==> src/rtl/core/depq_pkg.sv <==
// ----------------------------------------------------------------------------
// depq_pkg
// Shared command kind codes of the double-ended priority queue.
// ----------------------------------------------------------------------------
package depq_pkg;

    localparam logic [1:0] KIND_INSERT  = 2'd0;
    localparam logic [1:0] KIND_DEL_MAX = 2'd1;
    localparam logic [1:0] KIND_DEL_MIN = 2'd2;

endpackage

==> src/rtl/core/depq_if.sv <==
// ----------------------------------------------------------------------------
// depq_if
// Valid/ready channel carrying one transaction payload.
// ----------------------------------------------------------------------------
interface depq_if #(
    parameter int W = 34
);
    logic         valid;
    logic         ready;
    logic [W-1:0] data;

    modport source (output valid, output data, input ready);
    modport sink   (input valid, input data, output ready);
endinterface

==> src/rtl/core/depq_mem.sv <==
// ----------------------------------------------------------------------------
// depq_mem
// Single-port synchronous RAM with registered read.
// ----------------------------------------------------------------------------
module depq_mem #(
    parameter int DEPTH = 64,
    parameter int AW    = 6
) (
    input  logic          clk,
    input  logic          we,
    input  logic [AW-1:0] addr,
    input  logic [31:0]   wdata,
    output logic [31:0]   rdata
);
    logic [31:0] mem [DEPTH];

    always_ff @(posedge clk)
    begin
        if (we)
        begin
            mem[addr] <= wdata;
        end
        rdata <= mem[addr];
    end
endmodule

==> src/rtl/core/double_ended_priority_queue.sv <==
// ----------------------------------------------------------------------------
// double_ended_priority_queue
// Bounded sorted multiset of signed values with min/max delete.
// ----------------------------------------------------------------------------
// Usage:
//   cmd  channel: payload {kind[1:0], value[31:0]}; kind 0 insert, 1 delete
//        maximum, 2 delete minimum, 3 no-op.
//   rsp  channel: payload {max_value, min_value, is_empty, entry_count,
//        dropped}, one transaction per command.
// Values sit ascending in a RAM at slots 0..count-1. Min and max are kept in
// registers beside it. An insert walks from the top down, moving one entry
// at a time (read, then write one slot up); delete minimum shifts all
// entries down the same way. Delete maximum reads at most the new top slot,
// and a no-op goes straight to the response. Only one command is in flight
// at a time; every entry moved goes through the single RAM port.
// Reset empties the queue (count cleared; RAM contents are left as they are).
// While the result waits unaccepted, no new command is taken.
// ----------------------------------------------------------------------------
module double_ended_priority_queue #(
    parameter int CAPACITY = 64
) (
    input  logic clk,
    input  logic rst_n,
    depq_if.sink   cmd,
    depq_if.source rsp
);
    import depq_pkg::*;

    localparam int AW = (CAPACITY > 1) ? $clog2(CAPACITY) : 1;
    localparam int CW = $clog2(CAPACITY + 1);

    typedef enum logic [2:0] {
        S_IDLE, S_RD, S_CMP, S_READMIN, S_WAITMIN, S_OUT
    } state_t;

    state_t         state_reg;
    logic [CW-1:0]  count_reg;
    logic [CW-1:0]  pos_reg;
    logic [1:0]     kind_reg;
    logic [31:0]    val_reg;
    logic [31:0]    max_reg, min_reg;
    logic           drop_reg;
    logic           ins_reg;

    logic           we;
    logic [AW-1:0]  addr;
    logic [31:0]    wdata, rdata;

    depq_mem #(.DEPTH(CAPACITY), .AW(AW)) u_mem (
        .clk(clk), .we(we), .addr(addr), .wdata(wdata), .rdata(rdata)
    );

    // Insert: pos walks down; S_RD reads pos-1, S_CMP either shifts it to pos
    // or writes the value at pos. Delete min: pos walks up from 1; S_RD reads
    // pos, S_CMP writes it to pos-1.
    logic [CW-1:0] pm1;
    assign pm1 = pos_reg - CW'(1);

    always_comb
    begin
        we    = 1'b0;
        addr  = AW'(pm1);
        wdata = rdata;
        case (state_reg)
            S_RD:
            begin
                addr = ins_reg ? AW'(pm1) : AW'(pos_reg);
            end
            S_CMP:
            begin
                we = 1'b1;
                if (ins_reg)
                begin
                    addr = AW'(pos_reg);
                    if (pos_reg == '0 || !($signed(val_reg) < $signed(rdata)))
                    begin
                        wdata = val_reg;
                    end
                end
                else
                begin
                    addr = AW'(pm1);
                end
            end
            S_READMIN:
            begin
                addr = '0;
            end
            default:
            begin
                addr = AW'(pm1);
            end
        endcase
    end

    assign cmd.ready = (state_reg == S_IDLE);
    assign rsp.valid = (state_reg == S_OUT);
    assign rsp.data  = {(count_reg == '0) ? 32'd0 : max_reg,
                        (count_reg == '0) ? 32'd0 : min_reg,
                        count_reg == '0, 7'(count_reg), drop_reg};

    always_ff @(posedge clk or negedge rst_n)
    begin
        if (!rst_n)
        begin
            state_reg <= S_IDLE;
            count_reg <= '0;
            pos_reg   <= '0;
            ins_reg   <= 1'b0;
            drop_reg  <= 1'b0;
        end
        else
        begin
            case (state_reg)
                S_IDLE:
                begin
                    if (cmd.valid)
                    begin
                        kind_reg <= cmd.data[33:32];
                        val_reg  <= cmd.data[31:0];
                        drop_reg <= 1'b0;
                        state_reg <= S_OUT;
                        case (cmd.data[33:32])
                            KIND_INSERT:
                            begin
                                if (count_reg == CW'(CAPACITY))
                                begin
                                    drop_reg <= 1'b1;
                                end
                                else if (count_reg == '0)
                                begin
                                    // Write slot 0 via the compare path.
                                    ins_reg   <= 1'b1;
                                    pos_reg   <= '0;
                                    max_reg   <= cmd.data[31:0];
                                    min_reg   <= cmd.data[31:0];
                                    state_reg <= S_CMP;
                                end
                                else
                                begin
                                    ins_reg <= 1'b1;
                                    pos_reg <= count_reg;
                                    if ($signed(cmd.data[31:0]) > $signed(max_reg))
                                    begin
                                        max_reg <= cmd.data[31:0];
                                    end
                                    if ($signed(cmd.data[31:0]) < $signed(min_reg))
                                    begin
                                        min_reg <= cmd.data[31:0];
                                    end
                                    state_reg <= S_RD;
                                end
                            end
                            KIND_DEL_MAX:
                            begin
                                if (count_reg > CW'(1))
                                begin
                                    count_reg <= count_reg - CW'(1);
                                    pos_reg   <= count_reg - CW'(1);
                                    state_reg <= S_WAITMIN;
                                end
                                else
                                begin
                                    count_reg <= '0;
                                end
                            end
                            KIND_DEL_MIN:
                            begin
                                if (count_reg > CW'(1))
                                begin
                                    ins_reg   <= 1'b0;
                                    pos_reg   <= CW'(1);
                                    state_reg <= S_RD;
                                end
                                else
                                begin
                                    count_reg <= '0;
                                end
                            end
                            default:
                            begin
                                state_reg <= S_OUT;
                            end
                        endcase
                    end
                end
                S_RD:
                begin
                    state_reg <= S_CMP;
                end
                S_CMP:
                begin
                    if (ins_reg)
                    begin
                        if (pos_reg == '0 || !($signed(val_reg) < $signed(rdata)))
                        begin
                            count_reg <= count_reg + CW'(1);
                            state_reg <= S_OUT;
                        end
                        else
                        begin
                            pos_reg   <= pm1;
                            state_reg <= S_RD;
                        end
                    end
                    else
                    begin
                        if (pos_reg == count_reg - CW'(1))
                        begin
                            count_reg <= count_reg - CW'(1);
                            state_reg <= S_READMIN;
                        end
                        else
                        begin
                            pos_reg   <= pos_reg + CW'(1);
                            state_reg <= S_RD;
                        end
                    end
                end
                S_READMIN:
                begin
                    // Delete max: rdata is slot count-1, the new maximum.
                    if (kind_reg == KIND_DEL_MAX)
                    begin
                        max_reg   <= rdata;
                        state_reg <= S_OUT;
                    end
                    else
                    begin
                        state_reg <= S_WAITMIN;
                        pos_reg   <= count_reg;
                    end
                end
                S_WAITMIN:
                begin
                    // Delete min: rdata holds the new minimum from slot 0.
                    if (kind_reg == KIND_DEL_MIN)
                    begin
                        min_reg   <= rdata;
                        state_reg <= S_OUT;
                    end
                    else
                    begin
                        state_reg <= S_READMIN;
                    end
                end
                S_OUT:
                begin
                    if (rsp.ready)
                    begin
                        state_reg <= S_IDLE;
                    end
                end
                default:
                begin
                    state_reg <= S_IDLE;
                end
            endcase
        end
    end
endmodule
==> src/flat_wrapper.sv <==
// flat-port wrapper written by rule: the top's interface ports become plain ports
module double_ended_priority_queue_flat import depq_pkg::*;
#(
    parameter int CAPACITY = 64
)
  (clk, rst_n, cmd_valid, cmd_data, cmd_ready, rsp_valid, rsp_data, rsp_ready);
  depq_if cmd_i ();
  depq_if rsp_i ();
  input  logic clk;
  input  logic rst_n;
  input wire logic [$bits(cmd_i.valid)-1:0] cmd_valid;
  input wire logic [$bits(cmd_i.data)-1:0] cmd_data;
  output wire logic [$bits(cmd_i.ready)-1:0] cmd_ready;
  output wire logic [$bits(rsp_i.valid)-1:0] rsp_valid;
  output wire logic [$bits(rsp_i.data)-1:0] rsp_data;
  input wire logic [$bits(rsp_i.ready)-1:0] rsp_ready;
  assign cmd_i.valid = cmd_valid;
  assign cmd_i.data = cmd_data;
  assign cmd_ready = cmd_i.ready;
  assign rsp_valid = rsp_i.valid;
  assign rsp_data = rsp_i.data;
  assign rsp_i.ready = rsp_ready;
  double_ended_priority_queue #(.CAPACITY(CAPACITY)) u_core (.clk(clk), .rst_n(rst_n), .cmd(cmd_i), .rsp(rsp_i));
endmodule
==> config.mk <==
export PLATFORM = sky130hd
export DESIGN_NAME = double_ended_priority_queue_flat
export DESIGN_NICKNAME = d
export VERILOG_FILES = /design/src/rtl/core/depq_pkg.sv /design/src/rtl/core/depq_if.sv /design/src/rtl/core/depq_mem.sv /design/src/rtl/core/double_ended_priority_queue.sv /design/src/flat_wrapper.sv
export SDC_FILE = /design/constraint.sdc
export NUM_CORES = 2
export LEC_CHECK = 0
export BUFFER_PORTS_ARGS = -buffer_cell sky130_fd_sc_hd__buf_4
export CORE_MARGIN = 5
export CORE_UTILIZATION = 45
export CTS_CLUSTER_SIZE = 20
export DETAILED_ROUTE_END_ITERATION = 10
export PLACE_DENSITY = 0.63
export SLEW_MARGIN = 20
export SYNTH_ARGS = -nofsm -noshare
export SYNTH_HDL_FRONTEND = slang
export SYNTH_SLANG_ARGS = --single-unit
==> constraint.sdc <==
create_clock -name clk -period 15.55 [get_ports clk]
set_input_delay 2.3325 -clock clk [delete_from_list [all_inputs] [get_ports clk]]
set_output_delay 2.3325 -clock clk [all_outputs]
set_load 0.1 [all_outputs]
======== After elaboration in Yosys (flattened, before gate mapping) ========
Memory sizes are Yosys's and may differ from the RTL's. A register that Yosys moved wholly into a read port is not among the register bits.
Index checks and enable logic that the tools add are counted.
operators by class
  $mul .................................... 0
  div/mod/pow operators ................... 0
  bitwise logic cells ..................... 0
  reductions and logical operators ........ 17
  magnitude comparators ................... 3
  equal/unequal tests ..................... 30
  multiplexer cells ....................... 54
  shifts and indexed selects .............. 0
  $add $sub $neg .......................... 4
operator list
  operator                                                            count
  32-bit two-way mux                                                  9
  7-bit two-way mux                                                   15
  32-bit < comparator                                                 2
  32-bit case mux with 2 select lines                                 1
  7-bit case mux with 3 select lines                                  2
  7-bit case mux with 2 select lines                                  2
  25-bit two-way mux                                                  1
  3-bit two-way mux                                                   7
  3-bit case mux with 6 select lines                                  1
  6-bit case mux with 3 select lines                                  1
  7-bit by 1-bit adder with 7-bit output, second input constant       2
  7-bit logical NOT                                                   2
  7-bit by 1-bit subtractor with 7-bit output, second input constant  2
  6-bit two-way mux                                                   2
  3-bit != test, second input constant                                4
  1-bit two-way mux                                                   9
  3-bit by 1-bit != test with 1-bit output, second input constant     3
  3-bit by 2-bit != test with 1-bit output, second input constant     3
  3-bit case mux with 3 select lines                                  1
  9-bit AND reduction                                                 1
  2-bit by 1-bit != test with 1-bit output, second input constant     4
  2-bit != test, second input constant                                4
  7-bit == test                                                       1
  7-bit == test, second input constant                                1
  other kinds (20)                                                    28
word-level totals
  RAM bits ................................ 2048
  bits of input ports ..................... 38
  memory bits (read-only) ................. 0
  memories ................................ 1
  bits in registers ....................... 85
  bits in latches ......................... 0
  output and inout bits ................... 36
  logic and storage cells ................. 117
memories
  name              words  width  read ports  clocked after Yosys merged registers in  write ports  line            source
  u_core.u_mem.mem  64     32     1           1                                        1            depq_mem.sv:15  logic [31:0] mem [DEPTH];

======== Logic depth before layout (Yosys ltp) ========
  depth after elaboration ................. 7
  depth in mapped cells ................... 18
  depth with buffers taken out ............ 10

======== Hierarchy ========
A second synthesis with hierarchy kept.
second synthesis, totals
  cell total of the unflattened synthesis .. 5143
  area total of the unflattened synthesis .. 85657.2 µm²
modules (own cells, without submodules)
  module                       area each (µm²)  times used  cells an instance  seq. area each (µm²)
  depq_mem                     78698.0          1           4419               62139.6
  double_ended_priority_queue  6959.2           1           724                2457.4

======== Least setup slack after synthesis ========
OpenSTA, ideal clock, no wires.
  path type ............................... flip-flop to output port
  start point ............................. reg u_core.count_reg[0]
  end point ............................... out rsp_data[24]
  cell stages (with the launch flop) ...... 9
  arrival time ............................ 4.251 ns
  setup slack ............................. 8.966 ns
  required time ........................... 13.218 ns
  cells stage by stage .................... dfrtp_1 inv_1 ha_1 nor2b_1 nand2_1 nor2_1 clkbuf_1 clkbuf_1 nor2_1
between the ends
  cells in the longest elaborated chain, start to end .. 2
RTL lines
  element                 line                                source
  start, declared         double_ended_priority_queue.sv:37   logic [CW-1:0] count_reg;
  start signal, assigned  double_ended_priority_queue.sv:158  count_reg <= count_reg - CW'(1);
  start signal, assigned  double_ended_priority_queue.sv:197  count_reg <= count_reg + CW'(1);
  start signal, assigned  double_ended_priority_queue.sv:210  count_reg <= count_reg - CW'(1);
  7-bit logical NOT       --
  named net rsp_data[8]   flat_wrapper.sv:15                  output wire logic [$bits(rsp_i.data)-1:0] rsp_data;
  25-bit two-way mux      double_ended_priority_queue.sv:99   (count_reg == '0) ? 32'd0 : min_reg,
  end, declared           flat_wrapper.sv:15
The timed path passes the listed nets, and every way through them passes these cells.

======== Worst setup path in the final report ========
  start point ............................. reg u_core.state_reg[0]
  end point ............................... reg u_core.u_mem.rdata[25] (read register of u_core.u_mem.mem)
between the ends
  cells in the longest elaborated chain, start to end .. 2
  elaborated cells on any way between the ends .. 4
RTL lines
  element                                                                                                      line                                source
  start, declared                                                                                              double_ended_priority_queue.sv:36   state_t state_reg;
  start signal, assigned                                                                                       double_ended_priority_queue.sv:106  state_reg <= S_IDLE;
  start signal, assigned                                                                                       double_ended_priority_queue.sv:122  state_reg <= S_OUT;
  start signal, assigned                                                                                       double_ended_priority_queue.sv:137  state_reg <= S_CMP;
  3-bit by 2-bit == test with 1-bit output / 3-bit by 1-bit == test with 1-bit output (equally long branches)  double_ended_priority_queue.sv:64   case (state_reg)
  6-bit case mux with 3 select lines (*)                                                                       double_ended_priority_queue.sv:64
  end, declared                                                                                                depq_mem.sv:13                      output logic [31:0] rdata
Mark *: on every way between the ends. The rest lies on a longest branch, timed or not.
A chain may end at the register's enable or synchronous reset.

==> impl_metrics.json <==
{
  "status": "complete, no violations",
  "cts.sinks": 2165,
  "cts-root-buf": "clkbuf_16",
  "wl_per_cell_um": 36.9,
  "fmax_mhz": 152,
  "start_util": 0.451,
  "required_ns": 16.24,
  "globalplace.congestion": 0.895,
  "grt_pass1_wl_mm": 426,
  "coreArea_um2": 192000,
  "crit_fanout": 104,
  "cts_tree": "yes",
  "grt-ovfl-total": 0,
  "final_common_cell": "edfxtp_1",
  "cts_hold_buf": 0,
  "yosysSeqAreaShare": 0.746,
  "rsz0062_at_grt": "false",
  "tns_ns": 0,
  "boundaryPins": 74,
  "cts_setup_buffers": 0,
  "grt_max_degree": 112,
  "path_class": "flip-flop to flip-flop",
  "hpwl_mm": 173,
  "yosys_warnings": 0,
  "largest_reg_flops": 2048,
  "final.setup_skew_ns": 0.0455,
  "worstSetupEndpointType": "flip-flop",
  "routed_wl_mm": 309,
  "drc": 0,
  "ys_types": 88,
  "dr.pass1.iters": 9,
  "synth_flop_cell": "edfxtp_1",
  "synth_area_um2": 86600,
  "start_kind": "flip-flop",
  "regMostFlops": "u_core.u_mem.mem",
  "most-common-layout-cells": "edfxtp_1 (2114), nand2_1 (553), buf_4 (261)",
  "cts_max_level": 4,
  "die_w_um": 449,
  "grt_util_all_layers": 0.297,
  "maxSlewHeadroom": 0.127,
  "synthToLayoutAreaGrowth_pct": 13.0,
  "hold_viol": 0,
  "final_nets": 5754,
  "postRouteAntennaNets": 0,
  "tightest_slew_ns": 1.30,
  "finalSetupViolations": 0,
  "hold_class": "flip-flop to flip-flop",
  "num_rows": 161,
  "grt_pass1_vias": 53107,
  "clk_pin_slew_ns": 0.06,
  "synth_edf_count": 2114,
  "die_y_um": 449,
  "cts_buffers": 213,
  "clockBufferDepth": 3,
  "first_iter_violations": 10668,
  "fin_crit_sh": 0.422,
  "fill_cells": 15551,
  "dieArea_um2": 201000,
  "worstPathArrival_ns": 7.25,
  "clk_latency_ns": 0.87,
  "drive_gt1_frac": 0.168,
  "portBuffers": 73,
  "slew_viol_final": 0,
  "synth_area_per_cell_um2": 15.6,
  "synth_cells": 5539,
  "antenna_found_initial": 33,
  "synth-async-reset-ratio": 0.00878,
  "cts_resized": 0,
  "cap_violations": 0,
  "vias": 56692,
  "period_needed_ns": 6.56,
  "viasPerCell": 6.78,
  "syn_nets": 5651,
  "ys_seq_elements": 2165
}
==> worst paths after layout <==
check / from / to / slack [ns] / depth (start not counted)
max in group asynchronous: rst_n / u_core.pos_reg[3] / 13.95 / 1
hold / removal: u_core.drop_reg / u_core.drop_reg / 0.48 / 2
setup reg to reg: u_core.state_reg[0] / u_core.u_mem.rdata[25] / 8.99 / 11
setup / recovery: u_core.state_reg[0] / u_core.u_mem.rdata[25] / 8.99 / 11
min in group asynchronous: rst_n / u_core.count_reg[1] / 1.35 / 1
hold reg to reg: u_core.drop_reg / u_core.drop_reg / 0.48 / 2
==> layer usage <==
layer	wire length (um)	up-vias	global-route usage
met4	16900	18	0.139
met1	111000	28603	0.401
met3	47400	887	0.101
met5	130	-	0
met2	133000	4842	0.435
li1	-	22342	-
==> worst max-delay path, cell delays in order (launching register included) <==
cell      delay [ns]
dfrtp_1         0.92
or3b_1          0.48
a211o_2         0.31
buf_4           0.33
nand2_8         0.49
buf_12          0.47
buf_4           0.84
mux2_2          0.41
a222oi_1        0.26
a21oi_1         0.25
a211oi_1        1.05
nand4_1         0.18
==> cells in the mapped netlist (15+ instances only) <==
cell type  count  area [um^2]
o2bb2ai_1     19          166
nand3_1      114          571
a22o_1        30          263
buf_2        167          836
buf_4         26          195
a31oi_1       46          288
o211ai_1      22          165
nor2_1       152          571
nand4_1       28          175
dfxtp_1       32          641
mux2_2       251         2830
and3_1        67          419
a22oi_1      193         1450
a21o_1        39          293
a21oi_1      258         1290
o21ai_0      219         1100
o221ai_1      15          131
a32oi_1       20          175
ha_1          74          926
inv_1         82          308
edfxtp_1    2114        63500
o22ai_1       63          394
nor3_1        41          205
a221oi_1     201         1760
dfrtp_1       19          475
a211oi_1     107          803
buf_1         33          124
a222oi_1      20          200
clkbuf_1     145          544
a311oi_1      22          193
mux2i_1      119         1190
nand2_1      555         2080
a221o_1       32          320
==> through the flow <==
| stage | cell area (um^2) | worst slack, ns | util | std cells | hold WS (ns) |
|---|---|---|---|---|---|
| 5_1_grt | 97900 | 8.99 | 0.510 | 8352 | 0.539 |
| 3_5_place_dp | 90900 | 9.39 | 0.473 | 7952 | 0.473 |
| 3_3_place_gp | 90900 | 9.20 | 0.473 | 7951 | 0.475 |
| 4_1_cts | 97800 | 9.29 | 0.509 | 8347 | 0.486 |
| 2_1_floorplan | 86600 | 8.97 | - | 5539 | 0.449 |
| 6_report | 97900 | 8.99 | 0.510 | 8361 | 0.484 |
==> cells by family after synthesis <==
group	count (synthesis)	synth area share
flops	2165	0.746
compound gates	1415	0.116
simple gates	1017	0.0515
buf+inv	464	0.0245
mux	384	0.0497
fa+ha+maj	74	0.0107
xor+xnor	20	0.00202
==> area by class of cell <==
cell class              instances  area, um^2  share of cell area
multi-input cells            2910       20700               0.212
clock buffers                 267        5680              0.0580
diodes                         13        32.5            0.000332
inverters                      83         312             0.00318
clock inverters               128        1230              0.0126
flip-flops and latches       2165       64600               0.660
well taps                    2526        3160              0.0323
repair buffers                269        2130              0.0217
Power is not shown: default switching activity piles up to over one toggle a cycle in this logic, so the estimate is an artifact.
